[config.mk]
export PLATFORM = sky130hd
export DESIGN_NAME = bounded_lifo_stack_top
export DESIGN_NICKNAME = d
export VERILOG_FILES = /design/src/rtl/lifo_pkg.sv /design/src/rtl/bounded_lifo_stack_top.sv /design/src/rtl/lifo_cell.sv /design/src/rtl/lifo_ctrl.sv
export SDC_FILE = /design/constraint.sdc
export NUM_CORES = 1
export LEC_CHECK = 0
export BUFFER_PORTS_ARGS = -buffer_cell sky130_fd_sc_hd__buf_2
export CORE_MARGIN = 2
export CORE_UTILIZATION = 30
export DETAILED_ROUTE_END_ITERATION = 10
export MAX_ROUTING_LAYER = met4
export PLACE_DENSITY = 0.48
export SYNTH_ARGS = -nofsm -noshare
export SYNTH_HDL_FRONTEND = slang
export SYNTH_HIERARCHICAL = 1
export SYNTH_SLANG_ARGS = --single-unit
[constraint.sdc]
create_clock -name clock -period 6.46 [get_ports clock]
set_input_delay 1.292 -clock clock [delete_from_list [all_inputs] [get_ports clock]]
set_output_delay 1.292 -clock clock [all_outputs]
set_load 0.05 [all_outputs]
[src/rtl/lifo_pkg.sv]
package lifo_pkg;

   localparam int DataWidth     = 32;
   localparam int FillWidth     = 5;
   localparam int DefaultDepth  = 16;
   localparam int MaxResults    = 16;
   localparam int DrainCntWidth = $clog2(MaxResults);

   typedef enum logic [1:0] {
      REQ_PUSH   = 2'd0,
      REQ_POP    = 2'd1,
      REQ_DRAIN  = 2'd2,
      REQ_BINARY = 2'd3
   } req_code_type;

   typedef enum logic [1:0] {
      STAT_OK        = 2'd0,
      STAT_OVERFLOW  = 2'd1,
      STAT_UNDERFLOW = 2'd2
   } status_type;

   typedef enum logic [1:0] {
      SHIFT_HOLD,
      SHIFT_PUSH,
      SHIFT_POP
   } shift_op_type;

   typedef struct packed {
      shift_op_type          op;
      logic [DataWidth-1:0]  word;
   } shift_ctl_type;

   typedef enum logic [1:0] {
      FSM_IDLE,
      FSM_DRAIN,
      FSM_BINARY
   } state_type;

endpackage

[src/rtl/bounded_lifo_stack_top.sv]
// Bounded LIFO stack of DEPTH 32-bit words, built as a row of word cells that shift
// toward the bottom on a push and toward the top on a pop, so the top word always sits
// in the first cell. A push or pop request gives one response. A drain gives one
// response per stored word, one per unstalled cycle, top first, up to 16 per request,
// with last set on the final one; an empty drain gives one underflow response.
// A push binary stores one bit of the value per cycle, from the least significant bit
// up to the highest set bit (at least one), then gives one summary response; bits that
// find the stack full are dropped and reported as overflow. Requests are taken one at a
// time: a new request is accepted once the previous one has finished and the response
// register is free or being emptied. fill_level reports the low 5 bits of the count.
module bounded_lifo_stack_top #(
   parameter int DEPTH = lifo_pkg::DefaultDepth
) (
   input  logic                                 clock,
   input  logic                                 reset,
   input  logic                                 req_valid,
   output logic                                 req_ready,
   input  logic [1:0]                           req_type,
   input  logic [lifo_pkg::DataWidth-1:0]       req_value,
   output logic                                 rsp_valid,
   input  logic                                 rsp_ready,
   output logic [lifo_pkg::DataWidth-1:0]       rsp_data,
   output logic [1:0]                           rsp_status,
   output logic                                 rsp_last,
   output logic [lifo_pkg::FillWidth-1:0]       rsp_fill_level
);

   lifo_pkg::shift_ctl_type        shift_ctl;
   logic [lifo_pkg::DataWidth-1:0] cell_word [DEPTH];

   lifo_ctrl #(
      .DEPTH(DEPTH)
   ) u_ctrl (
      .clock          (clock),
      .reset          (reset),
      .req_valid      (req_valid),
      .req_ready      (req_ready),
      .req_type       (req_type),
      .req_value      (req_value),
      .rsp_valid      (rsp_valid),
      .rsp_ready      (rsp_ready),
      .rsp_data       (rsp_data),
      .rsp_status     (rsp_status),
      .rsp_last       (rsp_last),
      .rsp_fill_level (rsp_fill_level),
      .top_word       (cell_word[0]),
      .shift_ctl      (shift_ctl)
   );

   for (genvar i = 0; i < DEPTH; i++) begin : g_cell
      logic [lifo_pkg::DataWidth-1:0] up_word;
      logic [lifo_pkg::DataWidth-1:0] down_word;

      if (i == 0) begin : g_first
         assign up_word = shift_ctl.word;
      end else begin : g_mid_up
         assign up_word = cell_word[i-1];
      end

      // The bottom cell keeps its own word on a pop; it is never read until rewritten.
      if (i == DEPTH - 1) begin : g_last
         assign down_word = cell_word[i];
      end else begin : g_mid_down
         assign down_word = cell_word[i+1];
      end

      lifo_cell u_cell (
         .clock     (clock),
         .op        (shift_ctl.op),
         .up_word   (up_word),
         .down_word (down_word),
         .word      (cell_word[i])
      );
   end

endmodule

[src/rtl/lifo_cell.sv]
module lifo_cell (
   input  logic                                 clock,
   input  lifo_pkg::shift_op_type               op,
   input  logic [lifo_pkg::DataWidth-1:0]       up_word,
   input  logic [lifo_pkg::DataWidth-1:0]       down_word,
   output logic [lifo_pkg::DataWidth-1:0]       word
);

   logic [lifo_pkg::DataWidth-1:0] word_ff;
   logic [lifo_pkg::DataWidth-1:0] word_in;

   always_comb begin
      case (op)
         lifo_pkg::SHIFT_PUSH: word_in = up_word;
         lifo_pkg::SHIFT_POP:  word_in = down_word;
         default:              word_in = word_ff;
      endcase
   end

   always_ff @(posedge clock) begin
      word_ff <= word_in;
   end

   assign word = word_ff;

endmodule

[src/rtl/lifo_ctrl.sv]
module lifo_ctrl #(
   parameter int DEPTH = lifo_pkg::DefaultDepth
) (
   input  logic                                 clock,
   input  logic                                 reset,
   input  logic                                 req_valid,
   output logic                                 req_ready,
   input  logic [1:0]                           req_type,
   input  logic [lifo_pkg::DataWidth-1:0]       req_value,
   output logic                                 rsp_valid,
   input  logic                                 rsp_ready,
   output logic [lifo_pkg::DataWidth-1:0]       rsp_data,
   output logic [1:0]                           rsp_status,
   output logic                                 rsp_last,
   output logic [lifo_pkg::FillWidth-1:0]       rsp_fill_level,
   input  logic [lifo_pkg::DataWidth-1:0]       top_word,
   output lifo_pkg::shift_ctl_type              shift_ctl
);

   localparam int CntWidth = $clog2(DEPTH + 1);

   lifo_pkg::state_type state_ff, state_in;

   logic [CntWidth-1:0]                count_ff, count_in;
   logic [lifo_pkg::DrainCntWidth-1:0] drained_ff, drained_in;
   logic [lifo_pkg::DataWidth-1:0]     bits_ff, bits_in;
   logic                               dropped_ff, dropped_in;

   logic                               rsp_valid_ff, rsp_valid_in;
   logic [lifo_pkg::DataWidth-1:0]     rsp_data_ff, rsp_data_in;
   lifo_pkg::status_type               rsp_status_ff, rsp_status_in;
   logic                               rsp_last_ff, rsp_last_in;
   logic [lifo_pkg::FillWidth-1:0]     rsp_fill_ff, rsp_fill_in;
   logic                               load;

   logic                               accept;
   logic                               out_free;
   logic                               full;
   logic                               empty;
   logic                               drain_last;
   logic                               bits_done;
   logic [CntWidth+lifo_pkg::FillWidth-1:0] count_ext;
   lifo_pkg::req_code_type             req_code;

   assign req_code   = lifo_pkg::req_code_type'(req_type);
   assign out_free   = !rsp_valid_ff || rsp_ready;
   assign req_ready  = (state_ff == lifo_pkg::FSM_IDLE) && out_free;
   assign accept     = req_valid && req_ready;
   assign full       = count_ff == CntWidth'(DEPTH);
   assign empty      = count_ff == '0;
   assign drain_last = (count_ff == CntWidth'(1))
                    || (drained_ff == lifo_pkg::DrainCntWidth'(lifo_pkg::MaxResults - 1));
   // Push binary ends once the remaining bits above the current one are all zero.
   assign bits_done  = bits_ff[lifo_pkg::DataWidth-1:1] == '0;
   assign count_ext  = {{lifo_pkg::FillWidth{1'b0}}, count_in};

   always_comb begin
      state_in = state_ff;
      case (state_ff)
         lifo_pkg::FSM_IDLE: begin
            if (accept && req_code == lifo_pkg::REQ_DRAIN && !empty) begin
               state_in = lifo_pkg::FSM_DRAIN;
            end else if (accept && req_code == lifo_pkg::REQ_BINARY) begin
               state_in = lifo_pkg::FSM_BINARY;
            end
         end
         lifo_pkg::FSM_DRAIN: begin
            if (out_free && drain_last) begin
               state_in = lifo_pkg::FSM_IDLE;
            end
         end
         lifo_pkg::FSM_BINARY: begin
            if (bits_done) begin
               state_in = lifo_pkg::FSM_IDLE;
            end
         end
         default: state_in = lifo_pkg::FSM_IDLE;
      endcase
   end

   always_comb begin
      shift_ctl.op   = lifo_pkg::SHIFT_HOLD;
      shift_ctl.word = req_value;
      count_in       = count_ff;
      drained_in     = drained_ff;
      bits_in        = bits_ff;
      dropped_in     = dropped_ff;
      load           = 1'b0;
      rsp_data_in    = '0;
      rsp_status_in  = lifo_pkg::STAT_OK;
      rsp_last_in    = 1'b1;
      case (state_ff)
         lifo_pkg::FSM_IDLE: begin
            if (accept) begin
               case (req_code)
                  lifo_pkg::REQ_PUSH: begin
                     load = 1'b1;
                     if (full) begin
                        rsp_status_in = lifo_pkg::STAT_OVERFLOW;
                     end else begin
                        shift_ctl.op = lifo_pkg::SHIFT_PUSH;
                        count_in     = count_ff + 1'b1;
                     end
                  end
                  lifo_pkg::REQ_POP: begin
                     load = 1'b1;
                     if (empty) begin
                        rsp_status_in = lifo_pkg::STAT_UNDERFLOW;
                     end else begin
                        rsp_data_in  = top_word;
                        shift_ctl.op = lifo_pkg::SHIFT_POP;
                        count_in     = count_ff - 1'b1;
                     end
                  end
                  lifo_pkg::REQ_DRAIN: begin
                     drained_in = '0;
                     if (empty) begin
                        load          = 1'b1;
                        rsp_status_in = lifo_pkg::STAT_UNDERFLOW;
                     end
                  end
                  default: begin
                     bits_in    = req_value;
                     dropped_in = 1'b0;
                  end
               endcase
            end
         end
         lifo_pkg::FSM_DRAIN: begin
            if (out_free) begin
               load         = 1'b1;
               rsp_data_in  = top_word;
               rsp_last_in  = drain_last;
               shift_ctl.op = lifo_pkg::SHIFT_POP;
               count_in     = count_ff - 1'b1;
               drained_in   = drained_ff + 1'b1;
            end
         end
         lifo_pkg::FSM_BINARY: begin
            shift_ctl.word = {{(lifo_pkg::DataWidth-1){1'b0}}, bits_ff[0]};
            if (full) begin
               dropped_in = 1'b1;
            end else begin
               shift_ctl.op = lifo_pkg::SHIFT_PUSH;
               count_in     = count_ff + 1'b1;
            end
            bits_in = bits_ff >> 1;
            // The output register is empty here: nothing was loaded since the request.
            if (bits_done) begin
               load = 1'b1;
               if (dropped_ff || full) begin
                  rsp_status_in = lifo_pkg::STAT_OVERFLOW;
               end
            end
         end
         default: begin
         end
      endcase
      rsp_fill_in  = count_ext[lifo_pkg::FillWidth-1:0];
      rsp_valid_in = load ? 1'b1 : (rsp_ready ? 1'b0 : rsp_valid_ff);
   end

   always_ff @(posedge clock) begin
      if (reset) begin
         state_ff     <= lifo_pkg::FSM_IDLE;
         count_ff     <= '0;
         rsp_valid_ff <= 1'b0;
      end else begin
         state_ff     <= state_in;
         count_ff     <= count_in;
         rsp_valid_ff <= rsp_valid_in;
      end
   end

   always_ff @(posedge clock) begin
      drained_ff <= drained_in;
      bits_ff    <= bits_in;
      dropped_ff <= dropped_in;
      if (load) begin
         rsp_data_ff   <= rsp_data_in;
         rsp_status_ff <= rsp_status_in;
         rsp_last_ff   <= rsp_last_in;
         rsp_fill_ff   <= rsp_fill_in;
      end
   end

   assign rsp_valid      = rsp_valid_ff;
   assign rsp_data       = rsp_data_ff;
   assign rsp_status     = rsp_status_ff;
   assign rsp_last       = rsp_last_ff;
   assign rsp_fill_level = rsp_fill_ff;

endmodule
[After elaboration in Yosys (flattened, before gate mapping)]
Index checks and enable logic that the tools add are counted.
Word-level totals
  output and inout port bits: 42
  memory bits (writable): 0
  bits in latches: 0
  bits in registers: 597
  memories: 0
  ROM bits: 0
Operators by class
  div/mod/pow operators: 0
  bitwise operators: 0
  order comparisons: 0
  add/subtract/negate cells: 3
  reduce and logical (&&, ||, !) cells: 27
  $mul: 0
  multiplexer cells: 64
  eq/ne operators: 18
  shift operators: 0
Operators by type and width (number)
  one-hot mux 32 bit (2 select lines): 17
  2-to-1 mux 32 bit: 7
  zero test 31 bit: 1
  2-to-1 mux 5 bit: 4
  2-to-1 mux 2 bit: 9
  one-hot mux 5 bit (3 select lines): 1
  2-to-1 mux 1 bit: 13
  2-to-1 mux 4 bit: 3
  one-hot mux 2 bit (2 select lines): 3
  one-hot mux 2 bit (3 select lines): 2
  != test 2 x 1 -> 1 bit (second input constant): 5
  one-hot mux 5 bit (2 select lines): 1
  equality test 2 bit (second input constant): 4
  one-hot mux 4 bit (2 select lines): 1
  AND reduction 4 bit: 2
  nonzero test 2 bit: 4
  equality test 2 x 1 -> 1 bit (second input constant): 3
  logical AND 1 bit: 6
  AND reduction 3 bit: 2
  adder 5 x 1 -> 5 bit (second input constant): 1
  equality test 5 x 1 -> 1 bit (second input constant): 1
  equality test 5 bit (second input constant): 1
  zero test 5 bit: 1
  subtractor 5 x 1 -> 5 bit (second input constant): 1
  other kinds (12): 19

[Longest topological paths before layout]
  depth in word-level cells: 8
  mapped depth: 9

[Hierarchy]
Netlist, hierarchy kept.
Modules (own cells, without submodules)
  lifo_cell: area an instance 1525.2 um^2, instances 16, cells each 71, seq. area each 960.9 um^2
  lifo_ctrl: area an instance 4096.4 um^2, instances 1, cells each 344, seq. area each 2472.4 um^2

[Least setup slack after synthesis]
OpenSTA, ideal clock, no wires.
  path kind: input to register
  start: in req_type[0]
  end: reg g_cell[0].u_cell.word_ff (netlist bit g_cell[0].u_cell/word[0]) (enable)
  path slack: 2.274 ns
  arrival time: 3.799 ns
  required time: 6.073 ns
  library setup time: 0.387 ns
  path buffers: 0
  stages on the path: 7
  cell sequence: inv_1 > ha_1 > a31oi_1 > nor3_1 > inv_1 > ha_1 > inv_1
RTL lines
  from (decl): RTL line bounded_lifo_stack_top.sv:18  | input logic [1:0] req_type,
  to (signal assigned): RTL line lifo_cell.sv:21  | word_ff <= word_in;
  to (decl): RTL line lifo_cell.sv:9  | logic [lifo_pkg::DataWidth-1:0] word_ff;

==> key figures <==
Place
  • Post-Place Cells: 2749
  • HPWL after DPL: 37800 µm
  • Port bufs: 79
  • GP Congestion: 0.815

Pwr
  • Peak supply drop: 0.174 mV
  • Leakage: 0.0116 µW
  • Power Density: 425 nW/µm²

Finish
  • Final-stage net count: 1622
  • Share of layout cells above drive strength 1: 44.6%
  • Final Core Density: 33.5%
  • Non-filler cells, final: 2879
  • Fillcell total: 9020
  • Area of the multi-input gates: 9310 µm²
  • Layout area overhead: 11.2%
  • Register Area: 17800 µm²

Clock network
  • # Post-CTS Setup Buffers: 0
  • CTS H-tree depth: 3
  • Max clock buf depth: 3
  • Clk sinks: 597
  • Clock-pin slew on the worst setup and hold paths: 0.06 ns
  • Clk_lat worst skew: 0.60 ns
  • TritonCTS buffer count: 72
  • CTS tree: done
  • CTS root buf: clkbuf_16
  • Post-cts sizing count: 0
  • # hold bufs at CTS: 0

Routing
  • Wirelength per Cell: 18.2 µm
  • Vias per std cell: 4.23
  • DR DRC count: 0
  • Antenna-violating nets left: 0
  • Vias: 12200
  • Pre-antenna DRT Iters: 5
  • DR iter-0 viols: 852
  • Final wirelength: 52400 µm

Critical path
  • CP Launch Type: primary input
  • Critical Path End Type: flop
  • CP max FO: 34
  • Critical Path AT: 4.13 ns
  • CP Class: in2reg
  • Crit path required time: 6.80 ns

Synth
  • Post-synth top flop: edfxtp_1
  • Post-synth ARST share: 0%
  • Syn Inst Count: 1480
  • Seq/Total Area, Yosys: 62.6%
  • #FFs+latches synth: 597
  • Cell Area, Synth: 28500 µm²
  • Synth warn: 6
  • Syn Nets: 1544
  • Number of distinct library cells after synthesis: 53
  • Syn_area_per_cell: 19.3 µm²
  • Post-synth EDFFs: 589

Die
  • Die W: 312 µm
  • Num ports: 80
  • Row count: 113
  • Die height: 312 µm
  • Die ar.: 97500 µm²
  • Core Region: 94600 µm²
  • Initial core utilization: 30.1%

Timing
  • Final setup TNS: 0 ns
  • Setup Skew: 0.0178 ns
  • Tmin final: 3.79 ns
  • RSZ-0062 raised after global routing: false
  • Fmax: 264 MHz
  • Max_slew headroom: 14.6%
  • Fin. max-slew vios: 0
  • Worst slew pin tran: 1.28 ns
  • Tcrit/Tclk final: 58.6%
  • Setup Viol. Count Final: 0
  • Final Hold Vio Count: 0

GRT
  • First-pass GRT wire length: 78700 µm
  • Vias in the first global route: 12400
  • Largest net degree at the start of global routing: 41
  • Antenna violations before repair: 2
  • Gr ovfl total: 0
  • GRT Overall Usage: 10.9%

Outcome
  • Status: finished, final reports clean

Hold path
  • Hold WC Path Type: reg2reg

Job
  • Max-cap viol count: 0
final timing paths:
check,end,from,slack (ns),depth (start not counted)
min reg2reg,u_ctrl/count_ff[1]$_SDFF_PP0_,u_ctrl/count_ff[1]$_SDFF_PP0_,0.55,2
max,g_cell[15].u_cell/word[31]$_DFFE_PP_,req_type[1],2.67,7
min,u_ctrl/count_ff[1]$_SDFF_PP0_,u_ctrl/count_ff[1]$_SDFF_PP0_,0.55,2
max reg2reg,g_cell[15].u_cell/word[31]$_DFFE_PP_,u_ctrl/count_ff[0]$_SDFF_PP0_,2.83,7
cells in the final DEF, fill, tap and decap left out, types with 18 or more instances in the layout:
master     instances
and3_1            35
edfxtp_1         589
clkinv_1          18
buf_2             79
mux2_4           480
clkbuf_16         77
mux2_2            32
and2_1            33
inv_1             41
nand2_1           18
a21o_1            30
per-layer routing:
| metal | wire length (µm) | share of wire [%] | up-vias | track usage [%] |
|---|---|---|---|---|
| li1 | - | - | 5874 | - |
| met1 | 26300 | 50 | 5940 | 15.2 |
| met2 | 22400 | 43 | 253 | 15.6 |
| met3 | 2380 | 4.5 | 101 | 2.50 |
| met4 | 1330 | 2.5 | 0 | 3.31 |
| met5 | 0 | 0 | - | - |
worst max-delay path, stage by stage:
cell,delay (ns)
buf_2,0.13
inv_1,0.08
ha_1,0.32
a31o_4,0.45
and2_4,0.39
ha_2,1.04
mux2_2,0.42
cell families after synthesis:
kind of cell | share of synthesized area [%]
DFF | 62.6
adders and majority gates | 1.14
muxes | 26.6
and+or+nand+nor | 2.88
buffers and inverters | 4.89
xor gates and xnor gates | 0.154
AOI/OAI and AO/OA | 1.76
synth_stat cells (2+ instances only):
library cell	instances	area, µm²
edfxtp_1	589	17700
nor4_1	8	50.1
o31ai_1	5	37.5
clkbuf_1	18	67.6
a31oi_1	2	12.5
nand2b_1	4	25.0
buf_12	48	961
and2_1	33	206
a21o_1	30	225
nor2_1	13	48.8
mux2_2	32	360
nand3_1	10	50.1
a21boi_0	2	15.0
a21oi_1	10	50.1
xnor2_1	3	26.3
dfxtp_1	8	160
inv_1	41	154
o21ai_0	4	20.0
o21ai_1	2	10.0
o32a_1	2	20.0
nor2b_1	2	12.5
and3_1	35	219
nand2_1	18	67.6
buf_6	17	191
mux2_4	480	7210
a211oi_1	2	15.0
xor2_1	2	17.5
ha_1	26	325
nand4_1	2	12.5
nor3_1	9	45.0
power breakdown:
part	switching, µW	internal (µW)	leakage (µW)
combinational	1320	1700	0.00492
clock	1560	2410	0.00113
sequential	658	5820	0.00557
total	3530	9930	0.0116
layout make-up:
cell class	instances	area share (%)
diodes	2	0.0158
clock buffers	95	6.33
clock inverters	33	0.960
inverters	42	0.498
multi-input cells	755	29.4
flip-flops and latches	597	56.3
well taps	1265	5.00
repair buffers	90	1.51
flip-flops by register name, indices dropped and copies added, names as in the netlist:
register / cells
u_ctrl/dropped_ff: 1
u_ctrl/bits_ff: 32
u_ctrl/rsp_valid: 1
u_ctrl/rsp_fill_level: 5
u_ctrl/rsp_last: 1
u_ctrl/drained_ff: 4
u_ctrl/state_ff: 2
u_ctrl/count_ff: 5
g_cell.u_cell/word: 512
u_ctrl/rsp_data: 32
u_ctrl/rsp_status: 2
per-stage QoR:
step | cell area, µm² | power (µW) | worst slack, ns | hold slack [ns]
2_1_floorplan | 28500 | 8980 | 2.27 | 0.491
6_report | 31700 | 13500 | 2.67 | 0.552
4_1_cts | 31700 | 13700 | 2.66 | 0.546
3_5_place_dp | 29400 | 9620 | 2.01 | 0.536
5_1_grt | 31700 | 14100 | 2.53 | 0.571
3_3_place_gp | 29400 | 9520 | 2.08 | 0.520
Power figures use the tool's default switching activity.
